--- src/rtl/core/eacfe_pkg.sv ---
// types, register indexes, reset values and saturation helpers of the encoder front end
// no dependencies; imported by every module of the block
package eacfe_pkg;

	localparam int CFG_IDX_W   = 3;
	localparam int CFG_DATA_W  = 16;
	localparam int IN_TDATA_W  = 56;
	localparam int OUT_TDATA_W = 96;

	localparam int ANGLE_SHIFT   = 9;
	// ((zero-adc) << 3) * gain >> 14 folds into one shift by 11
	localparam int CURRENT_SHIFT = 11;
	localparam int VBUS_SHIFT    = 11;

	localparam logic [11:0] RST_COUNTS_PER_REV = 12'd2000;
	localparam logic [15:0] RST_ANGLE_GAIN     = 16'd13177;
	localparam logic [11:0] RST_INDEX_PRESET   = 12'd1500;
	localparam logic [11:0] RST_CURRENT_ZERO   = 12'd2048;
	localparam logic [15:0] RST_CURRENT_GAIN   = 16'd8441;
	localparam logic [15:0] RST_VBUS_GAIN      = 16'd10985;

	typedef enum logic [CFG_IDX_W-1:0] {
		CFG_COUNTS_PER_REV = 3'd0,
		CFG_ANGLE_GAIN     = 3'd1,
		CFG_INDEX_PRESET   = 3'd2,
		CFG_CURRENT_ZERO   = 3'd3,
		CFG_CURRENT_GAIN   = 3'd4,
		CFG_VBUS_GAIN      = 3'd5
	} cfg_idx_t;

	typedef struct packed {
		logic [11:0] counts_per_rev;
		logic [15:0] angle_gain;
		logic [11:0] index_preset;
		logic [11:0] current_zero;
		logic [15:0] current_gain;
		logic [15:0] vbus_gain;
	} cfg_t;

	typedef struct packed {
		logic               mode;
		logic signed [15:0] encoder_delta;
		logic [11:0]        adc_phase_b;
		logic [11:0]        adc_bus;
		logic [11:0]        adc_phase_c;
	} in_item_t;

	typedef struct packed {
		logic [11:0]        position;
		logic signed [12:0] diff_b;
		logic signed [12:0] diff_c;
		logic [11:0]        adc_bus;
	} pos_stage_t;

	typedef struct packed {
		logic [11:0]        position;
		logic [27:0]        angle_prod;
		logic signed [28:0] prod_b;
		logic signed [28:0] prod_c;
		logic [27:0]        bus_prod;
	} mul_stage_t;

	typedef struct packed {
		logic [15:0]        angle;
		logic [11:0]        position;
		logic signed [15:0] current_a;
		logic signed [15:0] current_b;
		logic signed [15:0] current_c;
		logic [15:0]        bus_voltage;
	} out_item_t;

	function automatic logic [15:0] sat_u16(input logic [18:0] v);
		logic [15:0] r;
		r = (v > 19'd65535) ? 16'hFFFF : v[15:0];
		return r;
	endfunction

	function automatic logic signed [15:0] sat_s16(input logic signed [17:0] v);
		logic signed [15:0] r;
		if (v > 18'sd32767) begin
			r = 16'sh7FFF;
		end else if (v < -18'sd32768) begin
			r = 16'sh8000;
		end else begin
			r = v[15:0];
		end
		return r;
	endfunction

endpackage

--- src/rtl/core/encoder_angle_current_front_end_unit.sv ---
// top level of the encoder angle and phase current front end
// depends on eacfe_pkg, eacfe_cfg, eacfe_pos, eacfe_mul, eacfe_sat
//
//  port group  | direction | word
//  s_axis_*    | in        | sample (tuser 0) or index pulse (tuser 1)
//  m_axis_*    | out       | angle, position, three currents, bus voltage
//  cfg_*       | in        | register index and write data
//
// four register stages: input, position, multiply, saturate/output.
// one word per cycle while the output is not stalled; a sample passes the position, multiply and output stages in turn.
// index pulses load the position in the position stage and leave no result.
// a stalled output holds each full stage up to the nearest empty one; that stage and those behind it keep filling.
// reset clears the valid bits and the position and loads the configuration registers with their reset values.
module encoder_angle_current_front_end_unit (
	input  logic                              clk,
	input  logic                              arst_n,
	input  logic                              s_axis_tvalid,
	output logic                              s_axis_tready,
	// encoder_delta[15:0], adc_phase_b[27:16], adc_bus[39:28], adc_phase_c[51:40]
	input  logic [eacfe_pkg::IN_TDATA_W-1:0]  s_axis_tdata,
	// mode[0]
	input  logic                              s_axis_tuser,
	output logic                              m_axis_tvalid,
	input  logic                              m_axis_tready,
	// angle[15:0], position[27:16], current_a[43:28], current_b[59:44],
	// current_c[75:60], bus_voltage[91:76]
	output logic [eacfe_pkg::OUT_TDATA_W-1:0] m_axis_tdata,
	input  logic                              cfg_valid,
	output logic                              cfg_ready,
	input  logic [eacfe_pkg::CFG_IDX_W-1:0]   cfg_index,
	input  logic [eacfe_pkg::CFG_DATA_W-1:0]  cfg_data
);
	import eacfe_pkg::*;

	cfg_t       cfg;
	in_item_t   item_s1;
	pos_stage_t pos_s2;
	mul_stage_t mul_s3;
	out_item_t  res_s4;

	logic v1_q, v2_q, v3_q, v4_q;
	logic rdy1, rdy2, rdy3, rdy4;

	assign rdy4 = !v4_q || m_axis_tready;
	assign rdy3 = !v3_q || rdy4;
	assign rdy2 = !v2_q || rdy3;
	assign rdy1 = !v1_q || rdy2;

	assign s_axis_tready = rdy1;
	assign cfg_ready     = 1'b1;

	always_ff @(posedge clk or negedge arst_n) begin
		if (!arst_n) begin
			v1_q <= 1'b0;
			v2_q <= 1'b0;
			v3_q <= 1'b0;
			v4_q <= 1'b0;
		end else begin
			if (rdy1) begin
				v1_q <= s_axis_tvalid;
			end
			// index pulses end here
			if (rdy2) begin
				v2_q <= v1_q && !item_s1.mode;
			end
			if (rdy3) begin
				v3_q <= v2_q;
			end
			if (rdy4) begin
				v4_q <= v3_q;
			end
		end
	end

	always_ff @(posedge clk) begin
		if (s_axis_tvalid && rdy1) begin
			item_s1.mode          <= s_axis_tuser;
			item_s1.encoder_delta <= $signed(s_axis_tdata[15:0]);
			item_s1.adc_phase_b   <= s_axis_tdata[27:16];
			item_s1.adc_bus       <= s_axis_tdata[39:28];
			item_s1.adc_phase_c   <= s_axis_tdata[51:40];
		end
	end

	eacfe_cfg u_cfg (
		.clk      (clk),
		.arst_n   (arst_n),
		.wr_en    (cfg_valid),
		.wr_index (cfg_index),
		.wr_data  (cfg_data),
		.cfg      (cfg)
	);

	eacfe_pos u_pos (
		.clk     (clk),
		.arst_n  (arst_n),
		.en      (v1_q && rdy2),
		.item_s1 (item_s1),
		.cfg     (cfg),
		.out_s2  (pos_s2)
	);

	eacfe_mul u_mul (
		.clk    (clk),
		.en     (v2_q && rdy3),
		.in_s2  (pos_s2),
		.cfg    (cfg),
		.out_s3 (mul_s3)
	);

	eacfe_sat u_sat (
		.clk    (clk),
		.en     (v3_q && rdy4),
		.in_s3  (mul_s3),
		.out_s4 (res_s4)
	);

	assign m_axis_tvalid = v4_q;
	assign m_axis_tdata  = {4'b0, res_s4.bus_voltage, res_s4.current_c, res_s4.current_b,
	                        res_s4.current_a, res_s4.position, res_s4.angle};

endmodule

--- src/rtl/core/eacfe_cfg.sv ---
// configuration register file of the encoder front end
// depends on eacfe_pkg
module eacfe_cfg (
	input  logic                            clk,
	input  logic                            arst_n,
	input  logic                            wr_en,
	input  logic [eacfe_pkg::CFG_IDX_W-1:0] wr_index,
	input  logic [eacfe_pkg::CFG_DATA_W-1:0] wr_data,
	output eacfe_pkg::cfg_t                 cfg
);
	import eacfe_pkg::*;

	cfg_t cfg_q;

	always_ff @(posedge clk or negedge arst_n) begin
		if (!arst_n) begin
			cfg_q.counts_per_rev <= RST_COUNTS_PER_REV;
			cfg_q.angle_gain     <= RST_ANGLE_GAIN;
			cfg_q.index_preset   <= RST_INDEX_PRESET;
			cfg_q.current_zero   <= RST_CURRENT_ZERO;
			cfg_q.current_gain   <= RST_CURRENT_GAIN;
			cfg_q.vbus_gain      <= RST_VBUS_GAIN;
		end else if (wr_en) begin
			case (wr_index)
				CFG_COUNTS_PER_REV: cfg_q.counts_per_rev <= wr_data[11:0];
				CFG_ANGLE_GAIN:     cfg_q.angle_gain     <= wr_data;
				CFG_INDEX_PRESET:   cfg_q.index_preset   <= wr_data[11:0];
				CFG_CURRENT_ZERO:   cfg_q.current_zero   <= wr_data[11:0];
				CFG_CURRENT_GAIN:   cfg_q.current_gain   <= wr_data;
				CFG_VBUS_GAIN:      cfg_q.vbus_gain      <= wr_data;
				default: ;
			endcase
		end
	end

	assign cfg = cfg_q;

endmodule

--- src/rtl/core/eacfe_pos.sv ---
// position tracking stage: accumulate, wrap and clamp the encoder position,
// and form the offset-removed current codes; depends on eacfe_pkg
module eacfe_pos (
	input  logic                  clk,
	input  logic                  arst_n,
	input  logic                  en,
	input  eacfe_pkg::in_item_t   item_s1,
	input  eacfe_pkg::cfg_t       cfg,
	output eacfe_pkg::pos_stage_t out_s2
);
	import eacfe_pkg::*;

	logic [11:0]        pos_q;
	logic [12:0]        cpr;
	logic signed [17:0] cpr_s;
	logic signed [17:0] sum;
	logic signed [17:0] wrapped;
	logic [11:0]        next_pos;
	pos_stage_t         stage_s2;

	// a zero revolution count means a full 4096
	assign cpr   = (cfg.counts_per_rev == 12'd0) ? 13'd4096 : {1'b0, cfg.counts_per_rev};
	assign cpr_s = $signed({5'b0, cpr});
	assign sum   = $signed({6'b0, pos_q})
	             + $signed({{2{item_s1.encoder_delta[15]}}, item_s1.encoder_delta});

	always_comb begin
		if (sum < 18'sd0) begin
			wrapped = sum + cpr_s;
		end else if (sum >= cpr_s) begin
			wrapped = sum - cpr_s;
		end else begin
			wrapped = sum;
		end
		// one wrap is not enough for a large delta: clamp to the valid range
		if (wrapped < 18'sd0) begin
			next_pos = 12'd0;
		end else if (wrapped >= cpr_s) begin
			next_pos = 12'(cpr - 13'd1);
		end else begin
			next_pos = wrapped[11:0];
		end
	end

	always_ff @(posedge clk or negedge arst_n) begin
		if (!arst_n) begin
			pos_q <= 12'd0;
		end else if (en) begin
			pos_q <= item_s1.mode ? cfg.index_preset : next_pos;
		end
	end

	always_ff @(posedge clk) begin
		if (en) begin
			stage_s2.position <= next_pos;
			stage_s2.diff_b   <= $signed({1'b0, cfg.current_zero})
			                   - $signed({1'b0, item_s1.adc_phase_b});
			stage_s2.diff_c   <= $signed({1'b0, cfg.current_zero})
			                   - $signed({1'b0, item_s1.adc_phase_c});
			stage_s2.adc_bus  <= item_s1.adc_bus;
		end
	end

	assign out_s2 = stage_s2;

endmodule

--- src/rtl/core/eacfe_mul.sv ---
// multiply stage: angle, both phase currents and bus voltage products
// depends on eacfe_pkg
module eacfe_mul (
	input  logic                  clk,
	input  logic                  en,
	input  eacfe_pkg::pos_stage_t in_s2,
	input  eacfe_pkg::cfg_t       cfg,
	output eacfe_pkg::mul_stage_t out_s3
);
	import eacfe_pkg::*;

	logic signed [16:0] cur_gain_s;
	logic signed [29:0] full_b;
	logic signed [29:0] full_c;
	mul_stage_t         stage_s3;

	assign cur_gain_s = $signed({1'b0, cfg.current_gain});
	assign full_b     = in_s2.diff_b * cur_gain_s;
	assign full_c     = in_s2.diff_c * cur_gain_s;

	always_ff @(posedge clk) begin
		if (en) begin
			stage_s3.position   <= in_s2.position;
			stage_s3.angle_prod <= in_s2.position * cfg.angle_gain;
			// |diff| <= 4096 keeps the product inside 29 bits
			stage_s3.prod_b     <= full_b[28:0];
			stage_s3.prod_c     <= full_c[28:0];
			stage_s3.bus_prod   <= in_s2.adc_bus * cfg.vbus_gain;
		end
	end

	assign out_s3 = stage_s3;

endmodule

--- src/rtl/core/eacfe_sat.sv ---
// output stage: shift, saturate and derive phase A; holds the result register
// depends on eacfe_pkg
module eacfe_sat (
	input  logic                  clk,
	input  logic                  en,
	input  eacfe_pkg::mul_stage_t in_s3,
	output eacfe_pkg::out_item_t  out_s4
);
	import eacfe_pkg::*;

	logic signed [17:0] ib_raw;
	logic signed [17:0] ic_raw;
	logic signed [15:0] ib;
	logic signed [15:0] ic;
	logic signed [17:0] neg_sum;
	out_item_t          result_s4;

	// arithmetic shift rounds toward minus infinity
	assign ib_raw  = 18'(in_s3.prod_b >>> CURRENT_SHIFT);
	assign ic_raw  = 18'(in_s3.prod_c >>> CURRENT_SHIFT);
	assign ib      = sat_s16(ib_raw);
	assign ic      = sat_s16(ic_raw);
	assign neg_sum = 18'sd0 - ($signed({{2{ib[15]}}, ib}) + $signed({{2{ic[15]}}, ic}));

	always_ff @(posedge clk) begin
		if (en) begin
			result_s4.angle       <= sat_u16(in_s3.angle_prod[27:ANGLE_SHIFT]);
			result_s4.position    <= in_s3.position;
			result_s4.current_a   <= sat_s16(neg_sum);
			result_s4.current_b   <= ib;
			result_s4.current_c   <= ic;
			result_s4.bus_voltage <= sat_u16({2'b0, in_s3.bus_prod[27:VBUS_SHIFT]});
		end
	end

	assign out_s4 = result_s4;

endmodule

--- config.mk ---
export PLATFORM = sky130hd
export DESIGN_NAME = encoder_angle_current_front_end_unit
export DESIGN_NICKNAME = d
export VERILOG_FILES = /design/src/rtl/core/eacfe_pkg.sv /design/src/rtl/core/encoder_angle_current_front_end_unit.sv /design/src/rtl/core/eacfe_cfg.sv /design/src/rtl/core/eacfe_pos.sv /design/src/rtl/core/eacfe_mul.sv /design/src/rtl/core/eacfe_sat.sv
export SDC_FILE = /design/constraint.sdc
export NUM_CORES = 2
export LEC_CHECK = 0
export BUFFER_PORTS_ARGS = -buffer_cell sky130_fd_sc_hd__buf_2
export CORE_ASPECT_RATIO = 0.9
export CORE_MARGIN = 2
export CORE_UTILIZATION = 32
export DETAILED_ROUTE_END_ITERATION = 8
export GPL_TIMING_DRIVEN = 0
export REMOVE_ABC_BUFFERS = 1
export SYNTH_ARGS = -nofsm -noshare
export SYNTH_HDL_FRONTEND = slang
export SYNTH_SLANG_ARGS = --single-unit
--- constraint.sdc ---
create_clock -name clk -period 6.4 [get_ports clk]
set_input_delay 1.28 -clock clk [delete_from_list [all_inputs] [get_ports clk]]
set_output_delay 1.28 -clock clk [all_outputs]
set_load 0.01 [all_outputs]
==> summary.txt <==
Status
  • Status: completed

Route
  • Antenna viol nets, final: 0
  • 1st-iter DRT viols: 1571
  • First-pass DRT Iterations: 5
  • Total wire length: 109000 µm
  • DRC: 0
  • WL/cell: 17.5 µm
  • Avg Vias per Cell: 4.80
  • Via count: 29800

Logic synthesis
  • Ys Warns: 0
  • Yosys top cell area share: 0.280
  • Seq cells post-synth: around 380
  • Post-synth top area cell: fa_1
  • Register area share after synthesis: 0.259
  • Post-synth top flop: edfxtp_1
  • Mapped Area: 0.0422 mm²
  • Asr flop ratio synth: 0.264
  • Largest cells by area after synthesis: fa_1 (28%), edfxtp_1 (20%), ha_1 (12%)
  • Top-count cell post-synth: inv_1
  • Avg Cell Area, Syn: 10.0 µm²
  • Distinct cells, synth: 82
  • Top post-synthesis cells by count: inv_1 (694), nand2_1 (599), fa_1 (590)
  • Cell count after synthesis: 4215
  • Number of synthesized flops with an enable pin: 279

Worst setup path
  • Crit path required time: 6.77 ns
  • Worst Setup End Kind: flop
  • Cell family with most CP delay: adder cells
  • WS Path Type: flop to flop
  • CP Cell Sequence: buf_4 > buf_6 > buf_4 > buf_8 > nand2_1 > fa_1 > fa_1 > inv_1 > fa_1 > fa_1 > fa_1 > fa_1 > ha_1 > inv_1 > a211oi_2 > o31a_1 > o211ai_1 > buf_4 > nand2_1 > a41o_1 > buf_4 > o31a_1 > xor2_1
  • Startpoint types: flop
  • Crit-path slowest cell: dfstp_4
  • Worst Path Arrival: 6.74 ns
  • Buf/Inv on CP: 8
  • Worst-path maximum fanout: 14
  • Most used cell, CP: fa_1
  • CP peak stage delay: 0.71 ns

STA
  • Final Cycle Share: 0.996
  • RSZ-0062 raised after global routing: true
  • Clock skew: 0.0260 ns
  • Pins over their slew limit: 0
  • Slew headroom: 0.326
  • Final setup margin: 0.0278 ns
  • Fin crit period: 6.37 ns
  • Slew @ Worst Pin: about 1.0 ns
  • Final setup viols: 0
  • Final hold vios: 0
  • Setup TNS: 0 ns
  • F_max: roughly 160 MHz

Global routing
  • Vias in the first global route: about 31000
  • Maximum number of pins on one net before global-route repair: 70
  • First-pass GRT wire length: ~170000 µm
  • Initial antenna violation count: 12
  • Gr ovfl total: 0
  • Tot GR Track Use: 0.162

Placement
  • DP Worst Slack: -1.40 ns
  • RD Place Congestion: around 0.84
  • # port buffers: 170
  • Placed Instances: 5936
  • Placed cell areas: 0.0447 mm²
  • DPL Wire Length: 78900 µm

Clock network
  • Clock sink count: approximately 380
  • TritonCTS Buffers: around 50
  • H-tree depth: 2
  • CTS clock-pin slew for the worst setup and hold paths: 0.06 ns
  • Worst skew pair latency: 0.64 ns
  • Root Driver: clkbuf_16
  • Clk buf depth: 3
  • CTS tree: yes

Floorplan
  • Die Wd: about 390 µm
  • Core Region: 0.131 mm²
  • IO Pins: 180
  • Row count: 126
  • Die height: 348 µm
  • Die area: 0.135 mm²
  • Starting Density: 0.322

Job
  • MaxCap Viol Count: 0

Final layout
  • Final design area excluding fillers: between 0.04 and 0.05 mm²
  • Layout area overhead: 15.4%
  • Layout Cells excl Fill: just over 6000
  • Layout cells sized above 1: 0.161
  • Nets: 5508

Worst hold path
  • HP Class: flop to flop
==> path summary, 6_finish.rpt <==
kind | startpoint | end | slack (ns) | depth (start not counted)
max in group asynchronous | arst_n | u_cfg.cfg[29] | 5.02 | 2
hold reg to reg | item_s1[13] | u_pos.out_s2[1] | 0.42 | 0
min in group asynchronous | arst_n | u_cfg.cfg[75] | 0.62 | 1
setup reg to reg | u_cfg.cfg[21] | u_mul.out_s3[81] | 0.03 | 23
hold / removal | item_s1[13] | u_pos.out_s2[1] | 0.42 | 0
setup / recovery | u_cfg.cfg[21] | u_mul.out_s3[81] | 0.03 | 23
==> cell usage in the layout (no fill, tap or decap), types with 15 or more instances in the layout <==
cell       netlist  layout
or2_2           23      23
buf_2            4     169
inv_1          694     689
buf_6            1      16
mux2_2          74      72
o21ai_0         86      78
edfxtp_1       279     279
nor2b_1         25      23
a21o_1          31      31
o21a_1          31      30
a21oi_2          0      17
nand2b_1        59      59
nand2_1        599     590
nor2_1         226     217
buf_4            5     150
clkbuf_16        0      50
xor2_1          39      36
nand3_1         20      19
a21oi_1        131     110
o22ai_1         24      21
xnor2_1         76      74
and2_1         267     265
dfstp_2         38      29
ha_1           404     390
dfrtp_1         62      49
fa_1           590     584
o21bai_1        17      15
nor3_1          32      27
==> registers in the layout, summed over array words and instances (netlist names), 12 cells and up <==
register	count
u_cfg.cfg	84
item_s1	53
u_pos.pos_q	12
u_pos.out_s2	50
u_sat.out_s4	92
u_mul.out_s3	84
==> cells by family after synthesis <==
kind of cell	synth area share
adder cells (fa/ha/maj)	0.400
AND/OR/NAND/NOR	0.145
flip-flops	0.259
multiplexers	0.0226
other	0.000178
XOR/XNOR	0.0243
buffers and inverters	0.0795
AO/OA/AOI/OAI	0.0691
==> cell type report <==
type	count	area, µm²
Inverter	694	2610
Antenna cell	7	17.5
Clock buffer	61	1320
Multi-Input combinational cell	2956	28700
Sequential cell	379	11000
Clock inverter	29	338
Fill cell	13000	82300
Timing Repair Buffer	353	2500
Tap cell	1728	2160
==> worst register-to-register path, stage by stage, from the launching register on <==
cell and delay (ns):
dfstp_4 0.71, buf_4 0.14, buf_6 0.10, buf_4 0.11, buf_8 0.17, nand2_1 0.10
fa_1 0.48, fa_1 0.40, inv_1 0.07, fa_1 0.46, fa_1 0.47, fa_1 0.53
fa_1 0.41, ha_1 0.29, inv_1 0.08, a211oi_2 0.05, o31a_1 0.30, o211ai_1 0.20
buf_4 0.17, nand2_1 0.08, a41o_1 0.25, buf_4 0.15, o31a_1 0.24, xor2_1 0.15
==> per-layer routing <==
layer,vias to the layer above,GRT usage,wire (µm),share of wire
li1,13800,-,-,-
met1,15100,0.211,48000,0.44
met2,629,0.279,52900,0.49
met3,170,0.0215,4950,0.045
met4,4,0.0499,2900,0.027
met5,-,0,28,0.00026
==> metrics by stage <==
step	util	hold WS, ns
finish	0.372	0.416
detailed placement	0.341	0.405
global placement	0.339	0.404
floorplan	-	0.400
global route	0.372	0.428
CTS	0.363	0.418
==> what timing repair did <==
action                     CTS  global route
hold buffers                 0             0
cloned                       3             0
pin swaps                   26            72
setup endpoints to repair   50            40
setup buffers               94            77
gates resized for setup     83           112
Power is not shown: default switching activity piles up to over one toggle a cycle in this logic, so the estimate is an artifact.
